**src/hdl/assert_macros.svh**
```systemverilog
// Assertion macros for the RTL files that check themselves.
// Each macro expects signals named clk and arst_n in the calling scope.
`ifndef ASSERT_MACROS_SVH
`define ASSERT_MACROS_SVH

// Expression must hold at every clock edge outside reset
`define ASSERT_ALWAYS(label, expr, msg) \
	label: assert property (@(posedge clk) disable iff (!arst_n) (expr)) else $error(msg);

// Antecedent in this cycle implies consequent in the same cycle
`define ASSERT_IMPLY(label, ante, cons, msg) \
	label: assert property (@(posedge clk) disable iff (!arst_n) (ante) |-> (cons)) \
		else $error(msg);

// Antecedent in this cycle implies consequent in the next cycle
`define ASSERT_NEXT(label, ante, cons, msg) \
	label: assert property (@(posedge clk) disable iff (!arst_n) (ante) |=> (cons)) \
		else $error(msg);

`endif

```
**src/hdl/dqpi_pkg.sv**
```systemverilog
// Package for the dq current PI controller: microcode types, the control store,
// register map and saturation helpers. No dependencies.
`timescale 1ns / 1ps

package dqpi_pkg;

	// Register map
	localparam int CFG_IDX_W = 3;
	localparam logic [CFG_IDX_W-1:0] REG_PROP_GAIN      = 3'd0;
	localparam logic [CFG_IDX_W-1:0] REG_INTEGRAL_GAIN  = 3'd1;
	localparam logic [CFG_IDX_W-1:0] REG_SAT_VOLTAGE_SQ = 3'd2;
	localparam logic [CFG_IDX_W-1:0] REG_MAX_CURRENT    = 3'd3;
	localparam logic [CFG_IDX_W-1:0] REG_SAT_TIME_LIMIT = 3'd4;
	localparam logic [CFG_IDX_W-1:0] REG_TICK_PERIOD    = 3'd5;

	typedef struct packed {
		logic [30:0] prop_gain;
		logic [30:0] integral_gain;
		logic [30:0] sat_voltage_sq;
		logic [30:0] max_current;
		logic [31:0] sat_time_limit;
		logic [31:0] tick_period;
	} cfg_t;

	// Datapath operations
	typedef enum logic [3:0] {
		OP_NOP      = 4'd0,
		OP_ERR      = 4'd1,
		OP_PCLAMP   = 4'd2,
		OP_INC      = 4'd3,
		OP_ACC      = 4'd4,
		OP_CLIP_HI  = 4'd5,
		OP_CLIP_LO  = 4'd6,
		OP_OUT      = 4'd7,
		OP_SQ_FIRST = 4'd8,
		OP_SQ_ADD   = 4'd9,
		OP_TMR_UP   = 4'd10,
		OP_TMR_DN   = 4'd11,
		OP_FAULT    = 4'd12
	} op_t;

	// Multiplier operand selection
	typedef enum logic [2:0] {
		MUL_NONE = 3'd0,
		MUL_KP   = 3'd1,
		MUL_KI   = 3'd2,
		MUL_UD   = 3'd3,
		MUL_UQ   = 3'd4
	} mul_t;

	// Jump conditions
	typedef enum logic [1:0] {
		JC_NONE    = 2'd0,
		JC_ALWAYS  = 2'd1,
		JC_ERR_NEG = 2'd2,
		JC_NOT_SAT = 2'd3
	} jc_t;

	localparam int STEP_W = 5;

	// Jump targets in the control store
	localparam logic [STEP_W-1:0] ST_D_CLIP_LO = 5'd6;
	localparam logic [STEP_W-1:0] ST_D_OUT     = 5'd7;
	localparam logic [STEP_W-1:0] ST_Q_CLIP_LO = 5'd14;
	localparam logic [STEP_W-1:0] ST_Q_OUT     = 5'd15;
	localparam logic [STEP_W-1:0] ST_TMR_DN    = 5'd21;
	localparam logic [STEP_W-1:0] ST_FAULT     = 5'd22;

	// Axis select
	localparam logic AX_D = 1'b0;
	localparam logic AX_Q = 1'b1;

	typedef struct packed {
		op_t               op;
		logic              ax;
		mul_t              mul;
		jc_t               jc;
		logic [STEP_W-1:0] tgt;
		logic              last;
	} ctrl_t;

	// Status flags fed back to the sequencer
	typedef struct packed {
		logic err_neg;
		logic not_sat;
	} flags_t;

	localparam logic signed [48:0] SAT_HI = 49'sd2147483647;
	localparam logic signed [48:0] SAT_LO = -49'sd2147483648;

	// Saturate a wide signed value to 32 bits
	function automatic logic signed [31:0] sat32(input logic signed [48:0] x);
		logic signed [31:0] r;
		if (x > SAT_HI) r = 32'sh7FFF_FFFF;
		else if (x < SAT_LO) r = 32'sh8000_0000;
		else r = x[31:0];
		return r;
	endfunction

	function automatic ctrl_t cw(input op_t op, input logic ax, input mul_t mul,
			input jc_t jc, input logic [STEP_W-1:0] tgt, input logic last);
		ctrl_t c;
		c.op   = op;
		c.ax   = ax;
		c.mul  = mul;
		c.jc   = jc;
		c.tgt  = tgt;
		c.last = last;
		return c;
	endfunction

	// Control store: one control word per step
	function automatic ctrl_t ucode(input logic [STEP_W-1:0] step);
		ctrl_t c;
		case (step)
			// d axis
			5'd0:  c = cw(OP_ERR,      AX_D, MUL_NONE, JC_NONE,    '0, 1'b0);
			5'd1:  c = cw(OP_NOP,      AX_D, MUL_KP,   JC_NONE,    '0, 1'b0);
			5'd2:  c = cw(OP_PCLAMP,   AX_D, MUL_KI,   JC_NONE,    '0, 1'b0);
			5'd3:  c = cw(OP_INC,      AX_D, MUL_NONE, JC_NONE,    '0, 1'b0);
			5'd4:  c = cw(OP_ACC,      AX_D, MUL_NONE, JC_ERR_NEG, ST_D_CLIP_LO, 1'b0);
			5'd5:  c = cw(OP_CLIP_HI,  AX_D, MUL_NONE, JC_ALWAYS,  ST_D_OUT, 1'b0);
			5'd6:  c = cw(OP_CLIP_LO,  AX_D, MUL_NONE, JC_NONE,    '0, 1'b0);
			5'd7:  c = cw(OP_OUT,      AX_D, MUL_NONE, JC_NONE,    '0, 1'b0);
			// q axis
			5'd8:  c = cw(OP_ERR,      AX_Q, MUL_NONE, JC_NONE,    '0, 1'b0);
			5'd9:  c = cw(OP_NOP,      AX_Q, MUL_KP,   JC_NONE,    '0, 1'b0);
			5'd10: c = cw(OP_PCLAMP,   AX_Q, MUL_KI,   JC_NONE,    '0, 1'b0);
			5'd11: c = cw(OP_INC,      AX_Q, MUL_NONE, JC_NONE,    '0, 1'b0);
			5'd12: c = cw(OP_ACC,      AX_Q, MUL_NONE, JC_ERR_NEG, ST_Q_CLIP_LO, 1'b0);
			5'd13: c = cw(OP_CLIP_HI,  AX_Q, MUL_NONE, JC_ALWAYS,  ST_Q_OUT, 1'b0);
			5'd14: c = cw(OP_CLIP_LO,  AX_Q, MUL_NONE, JC_NONE,    '0, 1'b0);
			5'd15: c = cw(OP_OUT,      AX_Q, MUL_NONE, JC_NONE,    '0, 1'b0);
			// magnitude check and watchdog
			5'd16: c = cw(OP_NOP,      AX_D, MUL_UD,   JC_NONE,    '0, 1'b0);
			5'd17: c = cw(OP_SQ_FIRST, AX_D, MUL_UQ,   JC_NONE,    '0, 1'b0);
			5'd18: c = cw(OP_SQ_ADD,   AX_D, MUL_NONE, JC_NONE,    '0, 1'b0);
			5'd19: c = cw(OP_NOP,      AX_D, MUL_NONE, JC_NOT_SAT, ST_TMR_DN, 1'b0);
			5'd20: c = cw(OP_TMR_UP,   AX_D, MUL_NONE, JC_ALWAYS,  ST_FAULT, 1'b0);
			5'd21: c = cw(OP_TMR_DN,   AX_D, MUL_NONE, JC_NONE,    '0, 1'b0);
			5'd22: c = cw(OP_FAULT,    AX_D, MUL_NONE, JC_NONE,    '0, 1'b1);
			default: c = cw(OP_NOP,    AX_D, MUL_NONE, JC_NONE,    '0, 1'b1);
		endcase
		return c;
	endfunction

endpackage

```
**src/hdl/dqpi_cfg_regs.sv**
```systemverilog
// Configuration register file of the dq current PI controller.
// Depends on dqpi_pkg for the register map and the cfg_t bundle.
`timescale 1ns / 1ps

module dqpi_cfg_regs (
	input  logic                             clk,
	input  logic                             arst_n,
	input  logic                             wr_en,
	input  logic [dqpi_pkg::CFG_IDX_W-1:0]   wr_index,
	input  logic [31:0]                      wr_data,
	output dqpi_pkg::cfg_t                   cfg
);

	dqpi_pkg::cfg_t cfg_q;

	// Register writes; unknown indexes are dropped
	always_ff @(posedge clk or negedge arst_n) begin
		if (!arst_n) begin
			cfg_q.prop_gain      <= '0;
			cfg_q.integral_gain  <= '0;
			cfg_q.sat_voltage_sq <= 31'h7FFF_FFFF;
			cfg_q.max_current    <= 31'h7FFF_FFFF;
			cfg_q.sat_time_limit <= 32'hFFFF_FFFF;
			cfg_q.tick_period    <= '0;
		end else if (wr_en) begin
			case (wr_index)
				dqpi_pkg::REG_PROP_GAIN:      cfg_q.prop_gain      <= wr_data[30:0];
				dqpi_pkg::REG_INTEGRAL_GAIN:  cfg_q.integral_gain  <= wr_data[30:0];
				dqpi_pkg::REG_SAT_VOLTAGE_SQ: cfg_q.sat_voltage_sq <= wr_data[30:0];
				dqpi_pkg::REG_MAX_CURRENT:    cfg_q.max_current    <= wr_data[30:0];
				dqpi_pkg::REG_SAT_TIME_LIMIT: cfg_q.sat_time_limit <= wr_data;
				dqpi_pkg::REG_TICK_PERIOD:    cfg_q.tick_period    <= wr_data;
				default: ;
			endcase
		end
	end

	assign cfg = cfg_q;

endmodule

```
**src/hdl/dqpi_sequencer.sv**
```systemverilog
// Microprogram sequencer: step counter, control store lookup and conditional jumps.
// Depends on dqpi_pkg for the control word, flags and the ucode table.
`timescale 1ns / 1ps

module dqpi_sequencer (
	input  logic                  clk,
	input  logic                  arst_n,
	input  logic                  start,
	input  logic                  hold,
	input  dqpi_pkg::flags_t      flags,
	output dqpi_pkg::ctrl_t       ctrl,
	output logic                  busy,
	output logic                  step_en
);

	logic [dqpi_pkg::STEP_W-1:0] step_q;
	logic                        run_q;
	logic                        take_jump;

	assign ctrl    = dqpi_pkg::ucode(step_q);
	assign busy    = run_q;
	assign step_en = run_q && !hold;

	// Jump condition decode
	always_comb begin
		case (ctrl.jc)
			dqpi_pkg::JC_NONE:    take_jump = 1'b0;
			dqpi_pkg::JC_ALWAYS:  take_jump = 1'b1;
			dqpi_pkg::JC_ERR_NEG: take_jump = flags.err_neg;
			dqpi_pkg::JC_NOT_SAT: take_jump = flags.not_sat;
			default:              take_jump = 1'b0;
		endcase
	end

	// Step counter
	always_ff @(posedge clk or negedge arst_n) begin
		if (!arst_n) begin
			step_q <= '0;
			run_q  <= 1'b0;
		end else if (start) begin
			step_q <= '0;
			run_q  <= 1'b1;
		end else if (step_en) begin
			if (ctrl.last) begin
				run_q  <= 1'b0;
				step_q <= '0;
			end else if (take_jump) begin
				step_q <= ctrl.tgt;
			end else begin
				step_q <= step_q + 1'b1;
			end
		end
	end

endmodule

```
**src/hdl/dqpi_datapath.sv**
```systemverilog
// Datapath of the dq current PI controller: shared multiplier, saturating ALU,
// integrators, watchdog timer and fault flag. Depends on dqpi_pkg.
`timescale 1ns / 1ps

module dqpi_datapath (
	input  logic                clk,
	input  logic                arst_n,
	input  logic                load,
	input  logic signed [31:0]  d_cmd,
	input  logic signed [31:0]  q_cmd,
	input  logic signed [31:0]  d_meas,
	input  logic signed [31:0]  q_meas,
	input  logic [30:0]         supply_voltage,
	input  logic                en,
	input  dqpi_pkg::ctrl_t     ctrl,
	input  dqpi_pkg::cfg_t      cfg,
	output dqpi_pkg::flags_t    flags,
	output logic signed [31:0]  ud,
	output logic signed [31:0]  uq,
	output logic [31:0]         timer,
	output logic                fault_nxt
);

	// Latched item
	logic signed [31:0] d_cmd_q, q_cmd_q, d_meas_q, q_meas_q;
	logic [30:0]        ubus_q;

	// Working registers
	logic signed [31:0] err_q, p_q, inc_q, acc_q, sq_q;
	logic signed [63:0] prod_q;
	logic signed [31:0] d_integ_q, q_integ_q, ud_q, uq_q;
	logic [31:0]        timer_q;
	logic               fault_q;

	// Combinational views
	logic signed [31:0] mul_a, mul_b;
	logic signed [31:0] cmd_sel, meas_sel, integ_sel;
	logic signed [48:0] ubus49, lim49, cmd49, cmd_clamp;
	logic signed [48:0] prod_sh, p_clamp;
	logic signed [63:0] prod_rnd;
	logic signed [31:0] err_nxt, inc_nxt, acc_nxt, hi_bnd, lo_bnd, u_nxt, sq1, sq_sum;
	logic [32:0]        tmr_sum;
	logic [31:0]        tmr_up, tmr_dn;

	// Item capture on an enabled transfer
	always_ff @(posedge clk) begin
		if (load) begin
			d_cmd_q  <= d_cmd;
			q_cmd_q  <= q_cmd;
			d_meas_q <= d_meas;
			q_meas_q <= q_meas;
			ubus_q   <= supply_voltage;
		end
	end

	// Axis selection
	assign cmd_sel   = (ctrl.ax == dqpi_pkg::AX_Q) ? q_cmd_q : d_cmd_q;
	assign meas_sel  = (ctrl.ax == dqpi_pkg::AX_Q) ? q_meas_q : d_meas_q;
	assign integ_sel = (ctrl.ax == dqpi_pkg::AX_Q) ? q_integ_q : d_integ_q;

	// Multiplier operands
	always_comb begin
		case (ctrl.mul)
			dqpi_pkg::MUL_KP: begin
				mul_a = err_q;
				mul_b = $signed({1'b0, cfg.prop_gain});
			end
			dqpi_pkg::MUL_KI: begin
				mul_a = err_q;
				mul_b = $signed({1'b0, cfg.integral_gain});
			end
			dqpi_pkg::MUL_UD: begin
				mul_a = ud_q;
				mul_b = ud_q;
			end
			dqpi_pkg::MUL_UQ: begin
				mul_a = uq_q;
				mul_b = uq_q;
			end
			default: begin
				mul_a = err_q;
				mul_b = err_q;
			end
		endcase
	end

	// Shared 32x32 multiplier, registered
	always_ff @(posedge clk) begin
		if (en && ctrl.mul != dqpi_pkg::MUL_NONE) begin
			prod_q <= mul_a * mul_b;
		end
	end

	// Error: clamp the command, subtract feedback
	assign ubus49 = $signed({18'd0, ubus_q});
	assign lim49  = $signed({18'd0, cfg.max_current});
	assign cmd49  = 49'(cmd_sel);
	always_comb begin
		if (cmd49 > lim49) cmd_clamp = lim49;
		else if (cmd49 < -lim49) cmd_clamp = -lim49;
		else cmd_clamp = cmd49;
	end
	assign err_nxt = dqpi_pkg::sat32(cmd_clamp - 49'(meas_sel));

	// Proportional term: floor shift, clamp to the bus voltage
	assign prod_sh = $signed(prod_q[63:15]);
	always_comb begin
		if (prod_sh > ubus49) p_clamp = ubus49;
		else if (prod_sh < -ubus49) p_clamp = -ubus49;
		else p_clamp = prod_sh;
	end

	// Integral increment, rounded half up
	assign prod_rnd = prod_q + 64'sd16384;
	assign inc_nxt  = dqpi_pkg::sat32($signed(prod_rnd[63:15]));

	// Integrator, anti-windup bounds, axis output
	assign acc_nxt = dqpi_pkg::sat32(49'(integ_sel) + 49'(inc_q));
	assign hi_bnd  = dqpi_pkg::sat32(ubus49 - 49'(p_q));
	assign lo_bnd  = dqpi_pkg::sat32(-ubus49 - 49'(p_q));
	assign u_nxt   = dqpi_pkg::sat32(49'(p_q) + 49'(acc_q));

	// Squared magnitude
	assign sq1    = dqpi_pkg::sat32(prod_sh);
	assign sq_sum = dqpi_pkg::sat32(49'(sq_q) + 49'(sq1));

	// Watchdog timer steps
	assign tmr_sum = {1'b0, timer_q} + {1'b0, cfg.tick_period};
	assign tmr_up  = tmr_sum[32] ? 32'hFFFF_FFFF : tmr_sum[31:0];
	assign tmr_dn  = (timer_q > cfg.tick_period) ? (timer_q - cfg.tick_period) : 32'd0;

	// Working registers without reset
	always_ff @(posedge clk) begin
		if (en) begin
			case (ctrl.op)
				dqpi_pkg::OP_ERR:      err_q <= err_nxt;
				dqpi_pkg::OP_PCLAMP:   p_q   <= p_clamp[31:0];
				dqpi_pkg::OP_INC:      inc_q <= inc_nxt;
				dqpi_pkg::OP_ACC:      acc_q <= acc_nxt;
				dqpi_pkg::OP_CLIP_HI:  if (acc_q > hi_bnd) acc_q <= hi_bnd;
				dqpi_pkg::OP_CLIP_LO:  if (acc_q < lo_bnd) acc_q <= lo_bnd;
				dqpi_pkg::OP_OUT: begin
					if (ctrl.ax == dqpi_pkg::AX_Q) uq_q <= u_nxt;
					else ud_q <= u_nxt;
				end
				dqpi_pkg::OP_SQ_FIRST: sq_q <= sq1;
				dqpi_pkg::OP_SQ_ADD:   sq_q <= sq_sum;
				default: ;
			endcase
		end
	end

	// Controller state: integrators, timer, fault
	always_ff @(posedge clk or negedge arst_n) begin
		if (!arst_n) begin
			d_integ_q <= '0;
			q_integ_q <= '0;
			timer_q   <= '0;
			fault_q   <= 1'b0;
		end else if (en) begin
			case (ctrl.op)
				dqpi_pkg::OP_OUT: begin
					if (ctrl.ax == dqpi_pkg::AX_Q) q_integ_q <= acc_q;
					else d_integ_q <= acc_q;
				end
				dqpi_pkg::OP_TMR_UP: timer_q <= tmr_up;
				dqpi_pkg::OP_TMR_DN: timer_q <= tmr_dn;
				dqpi_pkg::OP_FAULT:  fault_q <= fault_nxt;
				default: ;
			endcase
		end
	end

	assign flags.err_neg = err_q[31];
	assign flags.not_sat = !(sq_q > $signed({1'b0, cfg.sat_voltage_sq}));

	assign ud        = ud_q;
	assign uq        = uq_q;
	assign timer     = timer_q;
	assign fault_nxt = fault_q || (timer_q > cfg.sat_time_limit);

endmodule

```
**src/hdl/dq_current_pi_controller.sv**
```systemverilog
// dq current PI controller with anti-windup clamp and saturation watchdog. A tick
// with enable high starts the microprogram, whose 20 executed steps run all
// arithmetic through one shared 32x32 multiplier and one saturating ALU; the
// input stalls while it runs and the next tick is taken once the sequencer is idle.
// A tick with enable low does not start the sequencer and gives no result.
// A finished result waits in the output register while the next tick runs; the
// sequencer holds on its last step if the register is still full and the receiver stalls.
// Depends on dqpi_pkg, dqpi_cfg_regs, dqpi_sequencer, dqpi_datapath, assert_macros.svh.
`timescale 1ns / 1ps
`include "assert_macros.svh"

module dq_current_pi_controller (
	input  logic                           clk,
	input  logic                           arst_n,
	// configuration write channel
	input  logic                           cfg_valid,
	output logic                           cfg_ready,
	input  logic [dqpi_pkg::CFG_IDX_W-1:0] cfg_index,
	input  logic [31:0]                    cfg_data,
	// input channel
	input  logic                           in_valid,
	output logic                           in_stall,
	input  logic                           enable,
	input  logic signed [31:0]             d_cmd,
	input  logic signed [31:0]             q_cmd,
	input  logic signed [31:0]             d_meas,
	input  logic signed [31:0]             q_meas,
	input  logic [30:0]                    supply_voltage,
	// output channel
	output logic                           out_valid,
	input  logic                           out_stall,
	output logic signed [31:0]             d_volt,
	output logic signed [31:0]             q_volt,
	output logic                           fault,
	output logic [31:0]                    sat_timer_out
);

	dqpi_pkg::cfg_t   cfg;
	dqpi_pkg::ctrl_t  ctrl;
	dqpi_pkg::flags_t flags;
	logic             busy, step_en, hold, in_xfer, start;
	logic             out_valid_q, res_load;
	logic signed [31:0] ud, uq;
	logic [31:0]      timer;
	logic             fault_nxt;
	logic             u_dp_fault_seen;

	assign cfg_ready = 1'b1;

	// Input handshake
	assign in_stall = busy;
	assign in_xfer  = in_valid && !in_stall;
	assign start    = in_xfer && enable;

	// Last step waits while the previous result is still held
	assign hold     = ctrl.last && out_valid_q && out_stall;
	assign res_load = step_en && ctrl.last;

	dqpi_cfg_regs u_cfg (
		.clk      (clk),
		.arst_n   (arst_n),
		.wr_en    (cfg_valid && cfg_ready),
		.wr_index (cfg_index),
		.wr_data  (cfg_data),
		.cfg      (cfg)
	);

	dqpi_sequencer u_seq (
		.clk     (clk),
		.arst_n  (arst_n),
		.start   (start),
		.hold    (hold),
		.flags   (flags),
		.ctrl    (ctrl),
		.busy    (busy),
		.step_en (step_en)
	);

	dqpi_datapath u_dp (
		.clk            (clk),
		.arst_n         (arst_n),
		.load           (start),
		.d_cmd          (d_cmd),
		.q_cmd          (q_cmd),
		.d_meas         (d_meas),
		.q_meas         (q_meas),
		.supply_voltage (supply_voltage),
		.en             (step_en),
		.ctrl           (ctrl),
		.cfg            (cfg),
		.flags          (flags),
		.ud             (ud),
		.uq             (uq),
		.timer          (timer),
		.fault_nxt      (fault_nxt)
	);

	// Output register valid
	always_ff @(posedge clk or negedge arst_n) begin
		if (!arst_n) begin
			out_valid_q <= 1'b0;
		end else if (res_load) begin
			out_valid_q <= 1'b1;
		end else if (out_valid_q && !out_stall) begin
			out_valid_q <= 1'b0;
		end
	end

	// Output register payload
	always_ff @(posedge clk) begin
		if (res_load) begin
			d_volt        <= ud;
			q_volt        <= uq;
			fault         <= fault_nxt;
			sat_timer_out <= timer;
		end
	end

	assign out_valid = out_valid_q;

	assign u_dp_fault_seen = fault_nxt && step_en && ctrl.op == dqpi_pkg::OP_FAULT;

	// Checks
	`ASSERT_NEXT(a_start_busy, start, busy, "sequencer did not start on a ticked transfer")
	`ASSERT_NEXT(a_idle_skip, in_xfer && !enable, !busy, "disabled tick started the sequencer")
	`ASSERT_IMPLY(a_load_busy, $rose(out_valid_q), $past(busy), "result loaded while idle")
	`ASSERT_NEXT(a_fault_sticky, u_dp_fault_seen, fault_nxt, "fault flag cleared outside reset")

endmodule

```
**config.mk**
```make
export PLATFORM = sky130hd
export DESIGN_NAME = dq_current_pi_controller
export DESIGN_NICKNAME = d
export VERILOG_FILES = /design/src/hdl/dqpi_pkg.sv /design/src/hdl/dqpi_cfg_regs.sv /design/src/hdl/dqpi_sequencer.sv /design/src/hdl/dqpi_datapath.sv /design/src/hdl/dq_current_pi_controller.sv
export VERILOG_INCLUDE_DIRS = /design/src /design/src/hdl
export SDC_FILE = /design/constraint.sdc
export NUM_CORES = 2
export LEC_CHECK = 0
export BUFFER_PORTS_ARGS = -buffer_cell sky130_fd_sc_hd__buf_2
export CAP_MARGIN = 20
export CORE_UTILIZATION = 45
export CTS_CLUSTER_SIZE = 28
export DETAILED_ROUTE_END_ITERATION = 6
export PLACE_DENSITY = 0.66
export SYNTH_ARGS = -nofsm -noshare
export SYNTH_HDL_FRONTEND = slang
export SYNTH_SLANG_ARGS = --single-unit
```
**constraint.sdc**
```tcl
create_clock -name clk -period 11.99 [get_ports clk]
set_clock_uncertainty 0.15 [all_clocks]
set_input_delay 0.5995 -clock clk [delete_from_list [all_inputs] [get_ports clk]]
set_output_delay 0.5995 -clock clk [all_outputs]
set_load 0.02 [all_outputs]
```
Word-level counts from Yosys, hierarchy flattened:

Memory sizes are Yosys's and may differ from the RTL's.
Index checks and enable logic that the tools add are counted.

* magnitude comparators: 25
* mux-type cells: 40
* bitwise operators: 1
* $mul: 1
* reductions and logical operators: 38
* eq/ne operators: 26
* $add $sub $neg: 12

Operators with widths (number)
* two-way mux 32 bit: 22
* > comparator 49 x 32 -> 1 bit, second input constant: 8
* less-than comparator 49 x 32 -> 1 bit, second input constant: 8
* case mux 32 bit (2 select lines): 3
* > comparator 32 bit: 5
* adder 32 x 32 -> 33 bit: 4
* case mux 32 bit (4 select lines): 1
* two-way mux 49 bit: 2
* negation 31 -> 49 bit: 2
* subtractor 49 x 32 -> 49 bit: 2
* case mux 32 bit (3 select lines): 1
* adder 64 x 16 -> 64 bit, second input constant: 1
* multiplier 32 x 32 -> 64 bit: 1
* > comparator 49 x 32 -> 1 bit: 1
* less-than comparator 32 x 49 -> 1 bit: 1
* less-than comparator 49 bit: 1
* subtractor 32 x 32 -> 33 bit: 1
* less-than comparator 32 bit: 1
* subtractor 32 bit: 1
* two-way mux 31 bit: 1
* AND reduction 2 bit: 13
* == test 4 bit, second input constant: 5
* two-way mux 5 bit: 4
* == test 4 x 3 -> 1 bit, second input constant: 4
* other kinds (21): 50

* bits in read-only memories: 512
* register bits after elaboration: 836
* output and inout bits: 100
* memories kept: 1

Memories
* (name not given): words 32, bits a word 16, rd ports 1, clocked after Yosys merged registers in 0, wr ports 0, line dqpi_pkg.sv:115 `case (step)`

Depth between registers and ports, before layout:

* depth in word-level cells: 8
* depth in mapped cells: 46
* mapped depth without buffers: 41

Cells and area by module:

Synthesis repeated with hierarchy kept, for this count alone.

* cells, all modules: 9967
* area total of the unflattened synthesis: 94192.8 sq um

Modules (own cells, without submodules)
* dqpi_datapath: seq. area each 15429.8 sq um, cells each 9374, area an instance 83375.0 sq um, times used 1
* dqpi_cfg_regs: seq. area each 4822.1 sq um, cells each 401, area an instance 7151.9 sq um, times used 1
* dq_current_pi_controller: seq. area each 2937.8 sq um, cells each 104, area an instance 2980.4 sq um, times used 1
* dqpi_sequencer: seq. area each 150.1 sq um, cells each 88, area an instance 685.7 sq um, times used 1

Worst setup path before layout:

OpenSTA, ideal clock, no wires.

* path type: reg-to-reg
* start: reg u_dp.ubus_q[2]
* end: reg u_dp.acc_q[0] (enable)
* library setup time: 0.480 ns
* path slack: 0.534 ns
* cell stages (with the launch flop): 40
* data required time: 11.360 ns
* arrival: 10.826 ns
* cells stage by stage: edfxtp_1 > nor4_1 > nand3_1 > nand3b_1 > nand2b_1 > or2_2 > or3_1 > clkbuf_1 > or3_1 > ha_1 > clkbuf_1 > inv_1 > o21bai_1 > a21oi_1 > o31ai_1 > a221oi_1 > a21boi_1 > o21a_1 > [... 4 more ...] > buf_2 > buf_2 > a21oi_1 > ha_1 > a21o_1 > a21o_1 > a21o_1 > a21o_1 > a21oi_1 > nor2b_1 > o21ai_0 > nand2b_1 > a211oi_1 > nand3_1 > nand3_1 > o21ai_0 > a221o_1 > a311oi_1

* word-level cells in the longest chain between the ends: 8
* elaborated cells on any way between the ends: 16

Ends and longest elaborated chain
* from (decl): line dqpi_datapath.sv:26 `logic [30:0] ubus_q;`
* from (signal assigned): line dqpi_datapath.sv:52 `ubus_q <= supply_voltage;`
* negation 31 -> 49 bit: line dqpi_datapath.sv:120 `assign lo_bnd = dqpi_pkg::sat32(-ubus49 - 49'(p_q));`
* subtractor 49 x 32 -> 49 bit: line dqpi_datapath.sv:120
* less-than comparator 49 x 32 -> 1 bit: line dqpi_pkg.sv:95 `else if (x < SAT_LO) r = 32'sh8000_0000;`
* two-way mux 32 bit: line dqpi_pkg.sv:95
* two-way mux 32 bit: line dqpi_pkg.sv:94 `if (x > SAT_HI) r = 32'sh7FFF_FFFF;`
* less-than comparator 32 bit: line dqpi_datapath.sv:141 `dqpi_pkg::OP_CLIP_LO: if (acc_q < lo_bnd) acc_q <= lo_bnd;`
* inequality test 2 x 1 -> 1 bit (no source line)
* AND reduction 4 bit (no source line) (*)
* to (signal assigned): line dqpi_datapath.sv:139 `dqpi_pkg::OP_ACC: acc_q <= acc_nxt;`
* to (signal assigned): line dqpi_datapath.sv:140 `dqpi_pkg::OP_CLIP_HI: if (acc_q > hi_bnd) acc_q <= hi_bnd;`
* to (signal assigned): line dqpi_datapath.sv:141
* to (decl): line dqpi_datapath.sv:29 `logic signed [31:0] err_q, p_q, inc_q, acc_q, sq_q;`

Mark *: on every way between the ends. The rest lies on a longest branch, timed or not.
A chain may end at the register's enable or synchronous reset.

Worst setup path in the final report:

* start: reg u_seq.step_q[1] in the netlist's numbering
* end: reg u_dp.prod_q[42], data pin

* word-level cells in the longest chain between the ends: 4
* elaborated cells on any way between the ends: 8

Ends and longest elaborated chain
* from (decl): line dqpi_sequencer.sv:16 `logic [dqpi_pkg::STEP_W-1:0] step_q;`
* from (signal assigned): line dqpi_sequencer.sv:48 `step_q <= ctrl.tgt;`
* from (signal assigned): line dqpi_sequencer.sv:50 `step_q <= step_q + 1'b1;`
* memory read (32 x 16 bit) (*)
* == test 3 bit, or another cell as far along: line dqpi_datapath.sv:63 `case (ctrl.mul)`
* case mux 32 bit (4 select lines) / case mux 32 bit (2 select lines) (equally long branches): line dqpi_datapath.sv:63
* multiplier 32 x 32 -> 64 bit (*): line dqpi_datapath.sv:90 `prod_q <= mul_a * mul_b;`
* to (signal assigned): line dqpi_datapath.sv:90
* to (decl): line dqpi_datapath.sv:30 `logic signed [63:0] prod_q;`

Marked as above.

==> flow_summary.toml <==
[run_status]
outcome = "finished, final reports clean"

[timing]
setup_viol = 0
post-route-min-period_ns = 11.67
report.final.slew_viol_count = 0
hold_viol = 0
rsz0062_at_grt = "true"
tightest_slew_ns = 1.15
period_share = 0.973
slew_headroom = 0.231
fmax_mhz = 85.7

[die]
dieArea_um2 = 207000
die_y_um = 455
num_rows = 165
core_area_um2 = 203000
start_util = 0.455
pin_count = 300
fp.dieW_um = 455

[placement]
io_buffers = 298
dp_hpwl_um = 263000
gp_congestion = 1.05
placed_area_um2 = 97800

[setup_path]
path_class = "register to register"
crit_top_cell = "fa_1"
timing.rr.end = "u_dp.prod_q[42]"
r2r_slack_ns = 0.32
worst_setup_path_start_kind = "register"
critical_path_required_ns = 12.39
crit_arrival_ns = 12.07
critPathCaptureType = "register"
r2r.worst_path.cells = 36
slowest_stage = "nand3_1"
slowest_delay_ns = 0.81
reg2reg_from = "u_seq.step_q[1]"
worstPathMaxFanout = 35

[layout]
nNetsFinal = 12233
regArea_um2 = 23300
drive_gt1_frac = 0.115
final_area_um2 = 103000
largest_reg_flops = 188
area_delta_synth_final_pct = 11.5
multi_input_area_um2 = 61900
layout.core_utilization = 0.507
fillCellCount = 18675

[route]
dr.first_iter.drc_count = 7098
drc = 0
viasPerCell = 5.80
drt-wirelength-per-cell_um = 25.3
via_count = 75206
wirelength_um = 328000
drtAntennaViolNets = 0
drtPass1Iterations = 6

[hold_path]
holdCritStartpoint = "cfg_data[2]"
worstHoldEndpoint = "u_cfg.cfg[34]"
hp-class = "input pin to register"
holdPathStages = 3

[clock_tree]
clockBufferDepth = 3
clkSlewWorstSetupHoldPaths_ns = 0.07
h-tree-depth = 3
clock-sinks = 822
cts_tree = "yes"
clk_latency_ns = 0.79
cts_buffers = 96
root_buffer = "clkbuf_16"

[grt]
grt-ovfl-total = 0
antenna_found_initial = 24
grt_max_degree = 140
grt_pass1_wl_um = 487000
track_usage = 0.318
grt_pass1_vias = 76452

[synthesis]
synth_common_cells = "1538 x inv_1, 1089 x fa_1, 946 x nand2_1"
synth_top_area_share = 0.236
synthTopCellsByArea = "fa_1 24%, edfxtp_1 17%, ha_1 10%, inv_1 6.2%, dfrtp_1 5.4%"
yosysTopAreaCell = "fa_1"
synth_edf_count = 530
synth_cells = 9788
synth_most_common_cell = "inv_1"
syn_nets = 11831
synth_flop_cell = "edfxtp_1"
ys_seq_area_frac = 0.253
syn_area_um2 = 92400
avgSynthCellArea_um2 = 9.44
ys_seq_elements = 822
yosysUniqueCellTypes = 106
yosysWarnings = 0
async_flop_share = 0.355

[flow_run]
maxCapViolations = 0
## worst max-delay path: cells and delay by family, from the launching register on
family	cells	cell delay, ns
AO/OA/AOI/OAI	5	1.50
XOR/XNOR	1	0.21
adder cells (fa/ha/maj)	10	4.90
buffers and inverters	11	1.52
flip-flops	1	0.45
AND/OR/NAND/NOR	9	2.69
## how the worst max path moves through the flow
stage,from,end
finish,u_seq.step_q[1],u_dp.prod_q[42]
global route,u_seq.step_q[1],u_dp.prod_q[63]
CTS,u_seq.step_q[1],u_dp.prod_q[42]
detailed placement,u_seq.step_q[1],u_dp.prod_q[42]
global placement,u_seq.step_q[1],u_dp.prod_q[63]
floorplan,u_dp.ubus_q[2],u_dp.acc_q[0]
## per-layer routing
layer  vias to the layer above  wire length, um  GRT usage
met5                         -                7          0
met4                         2            20000      0.164
met3                       774            28200     0.0604
met2                      3516           148000      0.502
met1                     37567           132000      0.415
li1                      33347                -          -
## area by class of cell
cell class	instances	share of cell area
clock buffers	108	0.0238
well taps	2672	0.0325
repair buffers	733	0.0516
flip-flops and latches	822	0.227
inverters	1540	0.0561
multi-input cells	6997	0.601
clock inverters	72	0.00851
diodes	14	0.000340
## through the flow
step                      TNS [ns]  instances  hold WS (ns)  setup slack [ns]
after detailed placement         0      12590         0.307             0.250
after CTS                        0      12940      0.000972             0.154
after floorplan                  0       9788         0.154             0.534
after global routing       -0.0627      12952        0.0382           -0.0325
after global placement           0      12587         0.303             0.351
final                            0      12958        0.0530             0.321
## cells in the final DEF, fill, tap and decap left out, types with 30 or more instances in the layout
cell type	count
a21o_1	233
dfstp_2	94
ha_1	754
a21oi_1	485
mux2i_1	80
xor2_1	110
o21ai_0	411
and2_1	45
nor2b_1	89
nand3_1	142
fa_1	1089
nand4_1	116
nor3_1	82
clkbuf_16	96
a22oi_1	81
and3_1	79
buf_4	256
nand2b_1	82
edfxtp_1	530
inv_1	1538
o21a_1	101
xnor2_1	225
o21bai_1	63
or3_1	47
mux2_2	261
o211ai_1	44
a31oi_1	55
nor2_1	864
dfrtp_1	198
nand2_1	945
dlygate4sd3_1	170
a211oi_1	30
nor4_1	40
buf_2	298
## cells by family after synthesis
family / count (synthesis) / share of synthesized area
and+or+nand+nor: 2649 / 0.129
buffers and inverters: 1969 / 0.0805
adders and majority gates: 1853 / 0.339
AOI/OAI and AO/OA: 1816 / 0.127
DFF: 822 / 0.253
muxes: 341 / 0.0405
xor gates and xnor gates: 337 / 0.0321
other: 1 / 0.0000406
## timing repair
| action | 4_1_cts | 5_1_grt |
|---|---|---|
| setup buffers | 0 | 0 |
| hold buffers | 170 | 0 |
| setup endpoints to repair | 0 | 12 |
| gates resized for setup | 0 | 16 |
| endpoints found under the hold margin | 223 | 0 |
Power is left out: the tool's default activity adds up to more than one toggle a clock period on the data nets, which glitch-free logic cannot reach.
